## src/rtl/dasd_pkg.sv

```systemverilog
`timescale 1ns / 1ps
// ----------------------------------------------------------------------------
// dasd_pkg: date add/subtract days shared definitions
// Field widths, default sizes, month-length lookup and the leap rule on a
// year residue modulo 400.
// ----------------------------------------------------------------------------
package dasd_pkg;

  localparam int MONTH_BITS       = 4;
  localparam int DAY_BITS         = 5;
  localparam int COUNT_BITS_DEF   = 16;
  localparam int YEAR_BITS_DEF    = 14;
  localparam int LEAP_CYCLE       = 400;
  localparam int RES_BITS         = 9;

  localparam logic [MONTH_BITS-1:0] MONTH_JAN = 4'd1;
  localparam logic [MONTH_BITS-1:0] MONTH_FEB = 4'd2;
  localparam logic [MONTH_BITS-1:0] MONTH_DEC = 4'd12;
  localparam logic [DAY_BITS-1:0]   DAY_FIRST = 5'd1;
  localparam logic [DAY_BITS-1:0]   DAY_LAST  = 5'd31;

  typedef logic [RES_BITS-1:0] res_t;

  // Leap year from the year modulo 400: centuries leap only at residue zero
  function automatic logic is_leap(input res_t r);
    logic century;
    century = (r == 9'd100) || (r == 9'd200) || (r == 9'd300);
    return (r[1:0] == 2'b00) && !century;
  endfunction

  // Days in a month; any month outside 1..12 falls to the default length of 31
  function automatic logic [DAY_BITS-1:0] days_in(input logic [MONTH_BITS-1:0] m,
                                                  input logic leap);
    logic [DAY_BITS-1:0] len;
    case (m)
      4'd2:                      len = leap ? 5'd29 : 5'd28;
      4'd4, 4'd6, 4'd9, 4'd11:   len = 5'd30;
      default:                   len = 5'd31;
    endcase
    return len;
  endfunction

endpackage

```

## src/rtl/date_add_subtract_days.sv

```systemverilog
`timescale 1ns / 1ps
// ----------------------------------------------------------------------------
// date_add_subtract_days: walk a Gregorian date forward and back by N days
// A reciprocal multiply reduces the start year modulo 400, then
// two walkers step one day per cycle in parallel while a counter runs down.
// ----------------------------------------------------------------------------
// Sequence: the year mod 400 reduction, then the walk loop, which steps
//   a day at a time until the counter runs out, then a final walk pass
//   to finish and the done state to strobe.
// Throughput: one transaction at a time; busy stays high until done_o.
// done_o pulses for one cycle; the receiver cannot stall the result.
// Reset: asynchronous, active low; returns to idle with no result pending.
module date_add_subtract_days #(
  parameter int COUNT_BITS = dasd_pkg::COUNT_BITS_DEF,
  parameter int YEAR_BITS  = dasd_pkg::YEAR_BITS_DEF
) (
  input  logic                            clk_i,
  input  logic                            rst_ni,
  input  logic                            start,
  output logic                            busy,
  input  logic [dasd_pkg::MONTH_BITS-1:0] start_month_i,
  input  logic [dasd_pkg::DAY_BITS-1:0]   start_day_i,
  input  logic [YEAR_BITS-1:0]            start_year_i,
  input  logic [COUNT_BITS-1:0]           day_count_i,
  output logic                            done_o,
  output logic [dasd_pkg::MONTH_BITS-1:0] later_month_o,
  output logic [dasd_pkg::DAY_BITS-1:0]   later_day_o,
  output logic [YEAR_BITS-1:0]            later_year_o,
  output logic [dasd_pkg::MONTH_BITS-1:0] earlier_month_o,
  output logic [dasd_pkg::DAY_BITS-1:0]   earlier_day_o,
  output logic [YEAR_BITS-1:0]            earlier_year_o,
  output logic                            year_overflow_o
);

  localparam int MB = dasd_pkg::MONTH_BITS;
  localparam int DB = dasd_pkg::DAY_BITS;
  localparam int RB = dasd_pkg::RES_BITS;
  localparam longint unsigned YEAR_MAX = (64'd1 << YEAR_BITS) - 64'd1;
  localparam dasd_pkg::res_t RES_TOP = RB'(dasd_pkg::LEAP_CYCLE - 1);
  localparam dasd_pkg::res_t RES_YEAR_MAX = RB'(YEAR_MAX % dasd_pkg::LEAP_CYCLE);

  // 400 = 16 * 25: the low four year bits pass through, the rest go mod 25
  localparam int LOW_BITS = 4;
  localparam int ODD_BITS = 5;
  localparam int ODD_DIV  = dasd_pkg::LEAP_CYCLE >> LOW_BITS;
  localparam int XW       = YEAR_BITS - LOW_BITS + 1;
  localparam int SH       = XW + ODD_BITS;
  localparam int PW       = 2 * XW + 10;
  localparam longint unsigned RECIP =
    ((64'd1 << SH) + 64'(ODD_DIV - 1)) / 64'(ODD_DIV);
  localparam logic [XW:0] RECIP_C = (XW+1)'(RECIP);

  localparam logic [1:0] ST_IDLE = 2'd0;
  localparam logic [1:0] ST_MOD  = 2'd1;
  localparam logic [1:0] ST_WALK = 2'd2;
  localparam logic [1:0] ST_DONE = 2'd3;

  logic [1:0]            state_q, state_d;
  logic [COUNT_BITS-1:0] cnt_q, cnt_d;
  logic                  wrap_q, wrap_d;

  logic [MB-1:0]         fm_q, fm_d, bm_q, bm_d;
  logic [DB-1:0]         fd_q, fd_d, bd_q, bd_d;
  logic [YEAR_BITS-1:0]  fy_q, fy_d, by_q, by_d;
  dasd_pkg::res_t        fres_q, fres_d, bres_q, bres_d;

  logic [MB-1:0]         m_sat;
  logic [XW-1:0]         year_hi;
  logic [PW-1:0]         recip_prod;
  logic [ODD_BITS-1:0]   quo_lo, rem_odd;
  dasd_pkg::res_t        year_res;
  logic [DB:0]           fd_inc;
  logic [DB-1:0]         f_len, b_len;
  logic [MB-1:0]         bm_dec;

  // Saturate the start month into 1..12
  always_comb begin
    if (start_month_i == '0) begin
      m_sat = dasd_pkg::MONTH_JAN;
    end else if (start_month_i > dasd_pkg::MONTH_DEC) begin
      m_sat = dasd_pkg::MONTH_DEC;
    end else begin
      m_sat = start_month_i;
    end
  end

  // Reduce the start year mod 400 through a reciprocal multiply by 1/25
  assign year_hi    = {1'b0, fy_q[YEAR_BITS-1:LOW_BITS]};
  assign recip_prod = PW'(year_hi) * PW'(RECIP_C);
  assign quo_lo     = recip_prod[SH +: ODD_BITS];
  assign rem_odd    = year_hi[ODD_BITS-1:0] - ODD_BITS'(quo_lo * ODD_BITS'(ODD_DIV));
  assign year_res   = {rem_odd, fy_q[LOW_BITS-1:0]};

  // Month lengths seen by each walker this cycle
  assign fd_inc = {1'b0, fd_q} + (DB+1)'(1);
  assign bm_dec = bm_q - MB'(1);
  assign f_len  = dasd_pkg::days_in(fm_q, dasd_pkg::is_leap(fres_q));
  assign b_len  = dasd_pkg::days_in(bm_dec, dasd_pkg::is_leap(bres_q));

  // Sequence the reduction and the day walk
  always_comb begin
    state_d  = state_q;
    cnt_d    = cnt_q;
    wrap_d   = wrap_q;
    fm_d = fm_q; fd_d = fd_q; fy_d = fy_q; fres_d = fres_q;
    bm_d = bm_q; bd_d = bd_q; by_d = by_q; bres_d = bres_q;
    case (state_q)
      ST_IDLE: begin
        if (start) begin
          state_d  = ST_MOD;
          cnt_d    = day_count_i;
          wrap_d   = 1'b0;
          fm_d = m_sat; fd_d = start_day_i; fy_d = start_year_i; fres_d = '0;
          bm_d = m_sat; bd_d = start_day_i; by_d = start_year_i; bres_d = '0;
        end
      end
      ST_MOD: begin
        fres_d  = year_res;
        bres_d  = year_res;
        state_d = ST_WALK;
      end
      ST_WALK: begin
        if (cnt_q == '0) begin
          state_d = ST_DONE;
        end else begin
          cnt_d = cnt_q - COUNT_BITS'(1);
          // Advance the later date
          if (fd_inc <= {1'b0, f_len}) begin
            fd_d = fd_inc[DB-1:0];
          end else if (fm_q < dasd_pkg::MONTH_DEC) begin
            fd_d = dasd_pkg::DAY_FIRST;
            fm_d = fm_q + MB'(1);
          end else begin
            fd_d = dasd_pkg::DAY_FIRST;
            fm_d = dasd_pkg::MONTH_JAN;
            fy_d = fy_q + YEAR_BITS'(1);
            if (fy_q == '1) begin
              wrap_d = 1'b1;
              fres_d = '0;
            end else begin
              fres_d = (fres_q == RES_TOP) ? '0 : fres_q + RB'(1);
            end
          end
          // Step back the earlier date
          if (bd_q >= DB'(2)) begin
            bd_d = bd_q - DB'(1);
          end else if (bm_q > dasd_pkg::MONTH_JAN) begin
            bm_d = bm_dec;
            bd_d = b_len;
          end else begin
            bm_d = dasd_pkg::MONTH_DEC;
            bd_d = dasd_pkg::DAY_LAST;
            by_d = by_q - YEAR_BITS'(1);
            if (by_q == '0) begin
              wrap_d = 1'b1;
              bres_d = RES_YEAR_MAX;
            end else begin
              bres_d = (bres_q == '0) ? RES_TOP : bres_q - RB'(1);
            end
          end
          // Either flag source sets the sticky wrap
          if ((fm_q == dasd_pkg::MONTH_DEC) && (fd_inc > {1'b0, f_len}) && (fy_q == '1)) begin
            wrap_d = 1'b1;
          end
        end
      end
      ST_DONE: begin
        state_d = ST_IDLE;
      end
      default: begin
        state_d = ST_IDLE;
      end
    endcase
  end

  // Hold control state under reset
  always_ff @(posedge clk_i or negedge rst_ni) begin
    if (!rst_ni) begin
      state_q <= ST_IDLE;
    end else begin
      state_q <= state_d;
    end
  end

  // Hold the working registers
  always_ff @(posedge clk_i) begin
    cnt_q    <= cnt_d;
    wrap_q   <= wrap_d;
    fm_q <= fm_d; fd_q <= fd_d; fy_q <= fy_d; fres_q <= fres_d;
    bm_q <= bm_d; bd_q <= bd_d; by_q <= by_d; bres_q <= bres_d;
  end

  assign busy            = (state_q != ST_IDLE);
  assign done_o          = (state_q == ST_DONE);
  assign later_month_o   = fm_q;
  assign later_day_o     = fd_q;
  assign later_year_o    = fy_q;
  assign earlier_month_o = bm_q;
  assign earlier_day_o   = bd_q;
  assign earlier_year_o  = by_q;
  assign year_overflow_o = wrap_q;

  // Result strobe is a single pulse and the block then returns to idle
  assert property (@(posedge clk_i) disable iff (!rst_ni) done_o |=> !busy && !done_o)
    else $error("done_o not followed by idle");

  // A transaction accepted in idle starts the year reduction
  assert property (@(posedge clk_i) disable iff (!rst_ni)
    (start && !busy) |=> (state_q == ST_MOD))
    else $error("accepted transaction did not enter reduction");

  // The walk ends only once the day counter has run out
  assert property (@(posedge clk_i) disable iff (!rst_ni)
    done_o |-> ($past(state_q) == ST_WALK) && ($past(cnt_q) == '0))
    else $error("walk ended with days left");

  // Residues stay below the leap cycle while walking
  assert property (@(posedge clk_i) disable iff (!rst_ni)
    (state_q == ST_WALK) |-> (fres_q < 9'd400) && (bres_q < 9'd400))
    else $error("year residue out of range");

endmodule
```

## config.mk

```make
export PLATFORM = sky130hd
export DESIGN_NAME = date_add_subtract_days
export DESIGN_NICKNAME = d
export VERILOG_FILES = /design/src/rtl/dasd_pkg.sv /design/src/rtl/date_add_subtract_days.sv
export SDC_FILE = /design/constraint.sdc
export NUM_CORES = 1
export LEC_CHECK = 0
export BUFFER_PORTS_ARGS = -buffer_cell sky130_fd_sc_hd__buf_2
export CORE_MARGIN = 2
export CORE_UTILIZATION = 52
export CTS_CLUSTER_SIZE = 8
export DETAILED_ROUTE_END_ITERATION = 7
export GPL_TIMING_DRIVEN = 0
export HOLD_SLACK_MARGIN = 0.05
export PLACE_DENSITY = 0.73
export SYNTH_ARGS = -nofsm -noshare
export SYNTH_HDL_FRONTEND = slang
export SYNTH_SLANG_ARGS = --single-unit
```

## constraint.sdc

```tcl
create_clock -name clk_i -period 9.1 [get_ports clk_i]
set_input_delay 2.73 -clock clk_i [delete_from_list [all_inputs] [get_ports clk_i]]
set_output_delay 2.73 -clock clk_i [all_outputs]
set_load 0.02 [all_outputs]
```

After elaboration in Yosys (flattened, before gate mapping) --
Cells that the tools add are included.
Word-level totals: flip-flop bits (word level) 83, input port bits 42, output and inout bits 49, word-level logic and storage cells 149
Operators by class: add/sub/neg operators 10, multipliers 2, order comparisons 6, eq/ne operators 29, multiplexer cells 61, reduce and logical (&&, ||, !) cells 30
Operators with widths (count):
- two-way mux 9 bit | 11
- two-way mux 14 bit | 7
- one-hot mux 14 bit (2 select lines) | 2
- one-hot mux 9 bit (3 select lines) | 2
- two-way mux 4 bit | 9
- two-way mux 16 bit | 2
- one-hot mux 16 bit (2 select lines) | 1
- two-way mux 5 bit | 6
- equality test 9 bit (second input constant) | 3
- equality test 4 bit (second input constant) | 5
- multiplier 10 x 11 -> 20 bit (second input constant) | 1
- one-hot mux 5 bit (2 select lines) | 2
- AND reduction 5 bit | 4
- equality test 9 x 7 -> 1 bit (second input constant) | 2
- equality test 9 x 8 -> 1 bit (second input constant) | 2
- equality test 4 x 3 -> 1 bit (second input constant) | 4
- zero test 16 bit | 1
- one-hot mux 4 bit (2 select lines) | 2
- subtractor 16 x 1 -> 16 bit (second input constant) | 1
- adder 14 x 1 -> 14 bit (second input constant) | 1
- equality test 14 bit (second input constant) | 1
- zero test 14 bit | 1
- != test 2 bit (second input constant) | 7
- subtractor 14 x 1 -> 14 bit (second input constant) | 1
- other kinds (34) | 60

Logic depth before layout (Yosys ltp) --
Gate-level depths: netlist of run 1.
depth after elaboration 15, depth in mapped cells 25, depth with buffers taken out 25

Least setup slack after synthesis of run 1 --
OpenSTA, ideal clock, no wires.
path kind register to register, start point register fy_q[11] (netlist: later_year_o[11]), end point register fres_q[8], data pin, setup time 279 ps, arrival time 6502 ps, required time 8821 ps, path slack 2319 ps, cell stages (with the launch flop) 26, path buffers 0, period minus slack after synthesis 6781 ps, path through edfxtp_1 -> fa_1 -> inv_1 -> fa_1 -> inv_1 -> fa_1 -> inv_1 -> fa_1 -> inv_1 -> fa_1 -> ha_1 -> nand4_1 -> or2_2 -> o221ai_2 -> a21o_1 -> xor2_1 -> ha_1 -> ha_1 -> inv_1 -> fa_1 -> a21o_1 -> a21oi_1 -> xnor2_1 -> xnor2_1 -> xnor2_1 -> o32ai_1
On the way: word-level cells in the longest chain between the ends 6, elaborated cells on any way between the ends 9, those cells by class add/sub (1); mul (2); eq/ne (1); mux (5)
Ends and longest elaborated chain:
- from (decl) | line date_add_subtract_days.sv:64 | logic [YEAR_BITS-1:0] fy_q, fy_d, by_q, by_d;
- from (signal assigned) | line date_add_subtract_days.sv:189 | fm_q <= fm_d; fd_q <= fd_d; fy_q <= fy_d; fres_q <= fres_d;
- branches (longest 5 deep; another with multiplier 10 x 11 -> 20 bit)
- one-hot mux 9 bit (3 select lines) * | line date_add_subtract_days.sv:107 | case (state_q)
- via fres_d[8] | line date_add_subtract_days.sv:65 | dasd_pkg::res_t fres_q, fres_d, bres_q, bres_d;
- to (signal assigned) | line date_add_subtract_days.sv:189
- to (decl) | line date_add_subtract_days.sv:65
Mark *: on every way through the listed nets, which the timed path passes. The select of a mux whose other input is x is not followed. A chain may end at the register's enable or synchronous reset.

Worst setup path in the final report of run 1 --
Same ends and word-level chain as after synthesis.

==> out/summary.txt, run 1 <==
Crit-path max cell delay: 700 ps
Critical path arrival: 7400 ps
Fillers: 1118
Reg2Reg Depth: 25
Core area: 0.0133 sq mm
Final Wtd Congestion: 0.891
CTS Buf Count: 9
Least-Margin Pin Slew: 1350 ps
Most frequent cells in the layout: 103 x ha_1, 91 x buf_2, 81 x edfxtp_1
Crit Path Class: reg -> reg
Total wire length: 17.3 mm
Fin Setup TNS: 0 ps
Clock-pin slew on the worst setup and hold paths: 70 ps
Area grow syn2layout: 15.1%
# port buffers: 90
Clock Latency Late Sink: 340 ps
Outcome: complete, no violations
Crit start category: flop
Worst r2r dst: fres_q[8]
Setup crit end kind: flop
Top_reg_cell synth: edfxtp_1
Hold Buf Count CTS: 0
Congestion Overflow GR: 0
Clock buffer depth: 2
Hold Crit Class: reg -> reg
Top cell type by total area after synthesis: edfxtp_1
Starting Density: 0.533
Largest cells by area after synthesis: edfxtp_1 34%, ha_1 18%, fa_1 6.8%
Vias in the first global route: 5733
Layout cell share with drive strength beyond 1: 0.156
RSZ-0062 raised after global routing: false
Sequential fraction of the synthesis area: 0.351
Hold Vio Cnt, Final: 0
Clock skew: 7.55 ps
Mapped Nets: 876
Slowest-stage cell, CP: fa_1
H-tree depth: 3
#FFs+latches synth: 83
NumNets Final: 977
Site row count: 42
DRT iter0 DRCs: 406
Io pins: 91
Share of the synthesized area in the top cell type: 0.344
Final setup fails: 0
Height of the die: 121 um
Count of different cell masters after synthesis: 56
Max Slew Vio Count: 0
DRC viols: 0
Max Cap Viol: 0
R2R setup slack: 1770 ps
Final period util: 0.805
Post-synth EDFFs: 81
Crit-path max FO: 8
Async S/R FF share, synth: 0.0241
Min Tclk post-route: 7330 ps
Total GRT Usage: 0.246
Hold Crit Depth: 1
Syn. warnings: 0
Dpl hpwl: 13.4 mm
Clock net sink count: 83
Largest net degree at the start of global routing: 31
CTS resizes: 0
Worst r2r src: later_year_o[11]
Hold endpoint: state_q[0]
Most frequent CP cell: fa_1
DR WL/cell: 17.5 um
Max-slew headroom: 0.0939
Req. time, crit path: 9170 ps
CTS tree: built
Postcts setup bufs: 0
Initial antenna violation count: 0
Post-synthesis cell count: 707
Vias: 5713
Routed Antenna Nets: 0
Root buf cell: clkbuf_16
Post-DR vias/cell: 5.78
HP Start: state_q[0]
First-pass GRT wire length: 28.4 mm
DR pass1 iterations: 5
Avg Inst Size Synth: 10.0 sq um
Synth Cell Area: 0.00708 sq mm
DIE AREA: 0.0146 sq mm
Die X: 121 um
Most common cell after layout, fill and taps aside: ha_1
FMAX: 136 MHz
# diodes: 0
## critical path: cells and delay by family, from the launching register on
kind	cells	cell delay, ps
compound gates	5	1010
fa+ha+maj	9	4070
flops	1	570
xor+xnor	4	670
simple gates	2	400
buf+inv	5	320
## final cells by class
type / instances / area, sq um / share of cell area
timing repair buffer: 90 / 450 / 0.0553
clock buffer: 9 / 225 / 0.0276
sequential: 83 / 2480 / 0.305
tap: 176 / 220 / 0.0270
buffer: 15 / 57.6 / 0.00706
multi-input combinational: 551 / 4330 / 0.531
inverter: 58 / 218 / 0.0267
clock inverter: 7 / 164 / 0.0201
## cell usage after synthesis, types with 12 or more instances
library cell,count
ha_1,103
edfxtp_1,81
nor2_1,74
a21oi_1,63
inv_1,57
nand2_1,49
xnor2_1,44
xor2_1,28
o21ai_0,26
fa_1,24
nor3_1,19
a31oi_1,12
clkbuf_1,12
## stage by stage
| stage | hold slack [ps] | cells | cell area (sq um) | setup WS, ps | utilization |
|---|---|---|---|---|---|
| floorplan | 526 | 707 | 7080 | 2320 | - |
| global placement | 547 | 973 | 7750 | 1890 | 0.583 |
| detailed placement | 569 | 973 | 7760 | 1750 | 0.584 |
| CTS | 586 | 989 | 8150 | 1710 | 0.613 |
| global route | 598 | 989 | 8150 | 1340 | 0.613 |
| finish | 582 | 989 | 8150 | 1770 | 0.613 |
## cells by family (layout without fill, tap and decap cells)
logic type / after synthesis / count (layout) / share of synthesized area
DFF: 83 / 83 / 0.351
buffers and inverters: 73 / 179 / 0.0389
muxes: 5 / 5 / 0.00760
and+or+nand+nor: 206 / 206 / 0.142
xor gates and xnor gates: 73 / 73 / 0.0914
adders and majority gates: 129 / 129 / 0.253
AOI/OAI and AO/OA: 138 / 138 / 0.117
## registers in the layout, summed over array words and instances (netlist names)
register / count
later_year_o: 14
later_day_o: 5
earlier_year_o: 14
cnt_q: 16
fres_q: 9
bres_q: 9
later_month_o: 4
earlier_day_o: 5
year_overflow_o: 1
earlier_month_o: 4
state_q: 2
## per-layer routing
metal	share of wire	up-vias	wire [um]	global-route usage
met5	0	-	0	0
met4	0.021	0	366	0.0741
met3	0.060	23	1040	0.0373
met2	0.49	202	8500	0.407
met1	0.43	2774	7440	0.336
li1	-	2714	-	-
## how the worst max path moves through the flow
stage / cells after the start / end / from / slack, ps
5_1_grt: 25 / fres_q[8] / later_year_o[11] / 1340
6_report: 25 / fres_q[8] / later_year_o[11] / 1770
3_3_place_gp: 25 / fres_q[8] / later_year_o[11] / 1890
3_5_place_dp: 25 / fres_q[8] / later_year_o[11] / 1750
2_1_floorplan: 25 / fres_q[8] / later_year_o[11] / 2320
4_1_cts: 25 / fres_q[8] / later_year_o[11] / 1710
Power of run 1 is left out: the tool's default activity adds up to more than one toggle a clock period on the data nets, which glitch-free logic cannot reach.
==> inputs of run 2 (changes only) <==
Settings changed: PLACE_DENSITY 0.73 to 0.76.
Clock period 9.1 ns to 6.3 ns, I/O delays scaled along.
==> run 2 against run 1 <==
Compared with the run above:
- the run now ends with negative setup slack left
- global-route usage is 1.1 points lower
- final area grew 1.7%
- worst hold slack got worse by 11 ps
- register-to-register slack lost 2000 ps
- sequential share of layout area shrank 0.50 points
- flip-flop and latch count did not move
- non-clock buffer count rose by 15
- setup slack lost 2000 ps
- wire length down 3.2%
- largest cell class unchanged
==> out/summary.txt, run 2 (synthesis gave the netlist of run 1 again) <==
Outcome: complete, but fails checks
Failing checks: negative setup slack
Largest register by flop count: cnt_q
Io pins: 91 (unchanged)
Max Slew Vio Count: 0 (unchanged)
H-tree depth: 3 (unchanged)
Hold Vio Cnt, Final: 0 (unchanged)
FMAX: 154 MHz (+13%)
Most common cell after layout, fill and taps aside: ha_1
Setup crit end kind: flop
DRT iter0 DRCs: 482 (+19%)
Least-Margin Pin Slew: 1310 ps (-43.7 ps)
Initial antenna violation count: 0 (unchanged)
NumNets Final: 992 (+1.5%)
Total GRT Usage: 0.235 (-0.0112)
DRC viols: 0 (unchanged)
Crit Path Class: reg -> reg
Site row count: 42 (unchanged)
Vias: 5667 (-0.81%)
Dpl hpwl: 12.3 mm (-8.3%)
Hold Buf Count CTS: 0 (unchanged)
Clock skew: 6.16 ps (-1.39 ps)
Final period util: 1.03 (+0.227)
Congestion Overflow GR: 0 (unchanged)
Worst Slack Setup Final: -204 ps (-1970 ps)
Crit start category: flop
Height of the die: 121 um (unchanged)
Final setup fails: 4 (+4)
Max Cap Viol: 0 (unchanged)
Die X: 121 um (unchanged)
Final Wtd Congestion: 0.869 (-2.5%)
Routed Antenna Nets: 0 (unchanged)
Largest net degree at the start of global routing: 30 (-3.2%)
Total wire length: 16.8 mm (-3.2%)
Vias in the first global route: 5599 (-2.3%)
First-pass GRT wire length: 27.0 mm (-4.8%)
Max FFs per register: 16 (unchanged)
# diodes: 0 (unchanged)
DIE AREA: 0.0146 sq mm (unchanged)
RSZ-0062 raised after global routing: true
Most frequent cells in the layout: 100 x ha_1, 91 x buf_2, 81 x edfxtp_1
Req. time, crit path: 6360 ps (-2810 ps)
CTS tree: built
Min Tclk post-route: 6500 ps (-826 ps)
Crit-path max FO: 3 (-5)
Clock-pin slew on the worst setup and hold paths: 60 ps (about the same)
Post-DR vias/cell: 5.65 (-2.2%)
Root buf cell: clkbuf_16
Hold Crit Class: reg -> reg
DR pass1 iterations: 6 (+1)
Layout cell share with drive strength beyond 1: 0.191 (+0.0348)
Post-layout instance area: 0.00828 sq mm (+1.7%)
Max-slew headroom: 0.123 (+0.0294)
# port buffers: 90 (unchanged)
Clock buffer depth: 2 (unchanged)
Critical path arrival: 6570 ps (-830 ps)
Clock Latency Late Sink: 340 ps (about the same)
Starting Density: 0.533 (unchanged)
DR WL/cell: 16.7 um (-4.6%)
Clock net sink count: 83 (unchanged)
CTS Buf Count: 9 (unchanged)
Core area: 0.0133 sq mm (unchanged)
Placed Instance Area: 0.00780 sq mm (+0.56%)
Area grow syn2layout: 17.0%
==> run 2: cell count changes in the layout (fill, tap and decap cells not counted), sizes merged <==
| cell | change |
|---|---|
| clkinvlp | +3 |
| buf | +15 |
| bufinv | -5 |
| clkbuf | +1 |
==> run 2: area by class of cell <==
class | count | area (sq um)
flip-flops and latches | 83 | 2480
plain buffers | 15 | 57.6
multi-input cells | 551 | 4460
clock inverters | 5 | 31.3
inverters | 58 | 218
repair buffers | 105 | 587
fillers | 1058 | 5010
well taps | 176 | 220
clock buffers | 10 | 229
==> run 2: routing by layer <==
layer  track usage  share of wire  vias to the layer above
met4        0.0654          0.022                        0
met5             0              0                        -
met3        0.0439          0.065                       28
met1         0.327           0.44                     2683
met2         0.377           0.47                      209
li1              -              -                     2747
==> run 2: worst max-delay path, cell delays in order (launching register included) <==
cell	delay, ps
edfxtp_1	460
fa_2	620
inv_2	40
fa_1	520
inv_2	40
fa_1	470
inv_1	50
fa_1	480
inv_1	50
fa_1	480
ha_4	300
nand4_1	70
or2_4	260
o221ai_4	190
a21o_1	180
xor2_1	170
ha_1	280
ha_4	280
inv_2	40
fa_2	350
a21o_1	180
a21oi_2	150
xnor2_2	130
xnor2_1	150
xnor2_1	180
o32ai_1	110
==> run 2: final timing paths <==
path	from	to	slack, ps	depth (start not counted)
worst max-delay path	later_year_o[11]	fres_q[8]	-200	25
worst min-delay path	state_q[0]	state_q[0]	570	1
worst max register to register	later_year_o[11]	fres_q[8]	-200	25
worst min register to register	state_q[0]	state_q[0]	570	1
max in group asynchronous	rst_ni	state_q[0]	4880	1
min in group asynchronous	rst_ni	state_q[1]	1330	1
==> run 2: what timing repair did <==
action                                 CTS  global route
buffers inserted                        13             1
endpoints found under the hold margin    0             0
gates resized for setup                  6            17
pin swaps                                9            10
setup endpoints to repair                6             7
cloned                                   0             0
==> run 2: through the flow <==
step	setup slack [ps]	std cells	utilization	TNS, ps	hold slack [ps]
2_1_floorplan	-111	707	-	-221	526
3_3_place_gp	-432	973	0.585	-1580	560
3_5_place_dp	-475	974	0.587	-1790	556
4_1_cts	-211	1002	0.616	-600	569
5_1_grt	-514	1003	0.623	-2100	609
6_report	-204	1003	0.623	-464	571
Power of run 2 is left out for the same reason.
==> inputs of run 3 (changes only) <==
Settings changed: RECOVER_POWER set to 100.
==> run 3 against run 2 <==
Compared with the run above:
- the flow finishes with violations (max-capacitance violations, max-slew violations, negative setup slack)
- setup slack got worse by 15 ps
- clock skew grew 3.4 ps
- non-clock buffer count stayed put
- die area unchanged
- via count rose by 0.41%
- final area decreased by 1.3%
- cell count is the same
- worst hold slack got worse by 1.1 ps
- wire length about the same
- largest cell class unchanged
==> out/summary.txt, run 3 (synthesis gave the netlist of run 1 again) <==
Outcome: complete, but fails checks
Failing checks: max-capacitance violations, max-slew violations, negative setup slack
Congestion Overflow GR: 0 (unchanged)
DR WL/cell: 16.7 um (about the same)
DR pass1 iterations: 5 (-1)
Max Slew Vio Count: 30 (+30)
Total wire length: 16.8 mm (about the same)
Post-layout instance area: 0.00817 sq mm (-1.3%)
Most common cell after layout, fill and taps aside: ha_1
Starting Density: 0.533 (unchanged)
DRC viols: 0 (unchanged)
FMAX: 153 MHz (-0.23%)
Final Wtd Congestion: 0.869 (unchanged)
Max-slew headroom: -0.0879 (-0.211)
Clock skew: 9.57 ps (+3.41 ps)
Clock net sink count: 83 (unchanged)
Io pins: 91 (unchanged)
Least-Margin Pin Slew: 1630 ps (+327 ps)
Hold Crit Class: reg -> reg
CTS Buf Count: 9 (unchanged)
Inst Count DP: 974 (unchanged)
Clock-pin slew on the worst setup and hold paths: 70 ps (about the same)
Total GRT Usage: 0.235 (unchanged)
Max FFs per register: 16 (unchanged)
NumNets Final: 992 (unchanged)
First-pass GRT wire length: 27.0 mm (unchanged)
Req. time, crit path: 6360 ps (about the same)
CTS tree: built
Crit start category: flop
Core area: 0.0133 sq mm (unchanged)
Layout cell share with drive strength beyond 1: 0.128 (-0.0629)
Placed Instance Area: 0.00780 sq mm (unchanged)
DIE AREA: 0.0146 sq mm (unchanged)
Crit-path max FO: 3 (unchanged)
Fin Hold WS: 570 ps (-1.10 ps)
DRT iter0 DRCs: 513 (+6.4%)
Min Tclk post-route: 6520 ps (+15.0 ps)
Die X: 121 um (unchanged)
H-tree depth: 3 (unchanged)
Critical path arrival: 6580 ps (about the same)
# port buffers: 90 (unchanged)
Height of the die: 121 um (unchanged)
Setup crit end kind: flop
Max Cap Viol: 1 (+1)
Routed Antenna Nets: 0 (unchanged)
Crit Path Class: reg -> reg
RSZ-0062 raised after global routing: true
Site row count: 42 (unchanged)
Root buf cell: clkbuf_16
Dpl hpwl: 12.3 mm (unchanged)
Area grow syn2layout: 15.4%
# diodes: 0 (unchanged)
Largest register by flop count: cnt_q
Most frequent cells in the layout: 100 x ha_1, 81 x edfxtp_1, 73 x nor2_1
Final period util: 1.03 (+0.00238)
Clock Latency Late Sink: 340 ps (about the same)
Clock buffer depth: 2 (unchanged)
Final Non-Filler Cells: 1003 (unchanged)
Largest net degree at the start of global routing: 30 (unchanged)
Vias: 5690 (+0.41%)
Post-DR vias/cell: 5.67 (+0.41%)
Worst Slack Setup Final: -219 ps (-15.0 ps)
Initial antenna violation count: 0 (unchanged)
Vias in the first global route: 5599 (unchanged)
R2R setup slack: -220 ps (about the same)
Hold Vio Cnt, Final: 0 (unchanged)
Final setup fails: 4 (unchanged)
## run 3: metrics by stage
stage / setup TNS, ps / util / setup slack [ps]
2_1_floorplan: -221 / - / -111
3_3_place_gp: -1580 / 0.585 / -432
3_5_place_dp: -1790 / 0.587 / -475
4_1_cts: -600 / 0.616 / -211
5_1_grt: -2130 / 0.615 / -514
6_report: -525 / 0.615 / -219
## run 3: final cells by class
cell class | instances | area, sq um
fillers | 1102 | 5120
multi-input cells | 551 | 4430
flip-flops and latches | 83 | 2480
repair buffers | 105 | 507
clock buffers | 10 | 229
well taps | 176 | 220
inverters | 58 | 218
plain buffers | 15 | 57.6
clock inverters | 5 | 31.3
## run 3: metal layers
metal  routed length [um]  vias up  track usage
li1                     -     2746            -
met1                 7490     2718        0.327
met2                 7860      193        0.377
met3                 1030       33       0.0439
met4                  405        0       0.0654
met5                    0        -            0
## run 3: path summary, 6_finish.rpt
path,start,endpoint,cells after the start
setup / recovery,later_year_o[11],fres_q[8],25
hold reg to reg,state_q[0],state_q[0],1
hold / removal,state_q[0],state_q[0],1
max in group asynchronous,rst_ni,state_q[1],1
min in group asynchronous,rst_ni,state_q[0],1
setup reg to reg,later_year_o[11],fres_q[8],25
## run 3: worst max-delay path, cell delays in order (launching register included)
cell and delay [ps]:
edfxtp_1 460, fa_2 620, inv_2 40, fa_1 520, inv_2 40, fa_1 470
inv_1 50, fa_1 480, inv_1 50, fa_1 480, ha_4 290, nand4_1 70
or2_4 260, o221ai_4 190, a21o_1 180, xor2_1 170, ha_1 280, ha_4 280
inv_2 40, fa_2 350, a21o_1 180, a21oi_2 150, xnor2_2 130, xnor2_1 150
xnor2_1 180, o32ai_1 120
## run 3: timing repair
item	in CTS	in global routing
pin swaps	9	10
gates resized for setup	6	17
hold buffers	0	0
buffers inserted	13	1
endpoints found under the setup margin	6	7
Power of run 3 is left out for the same reason.
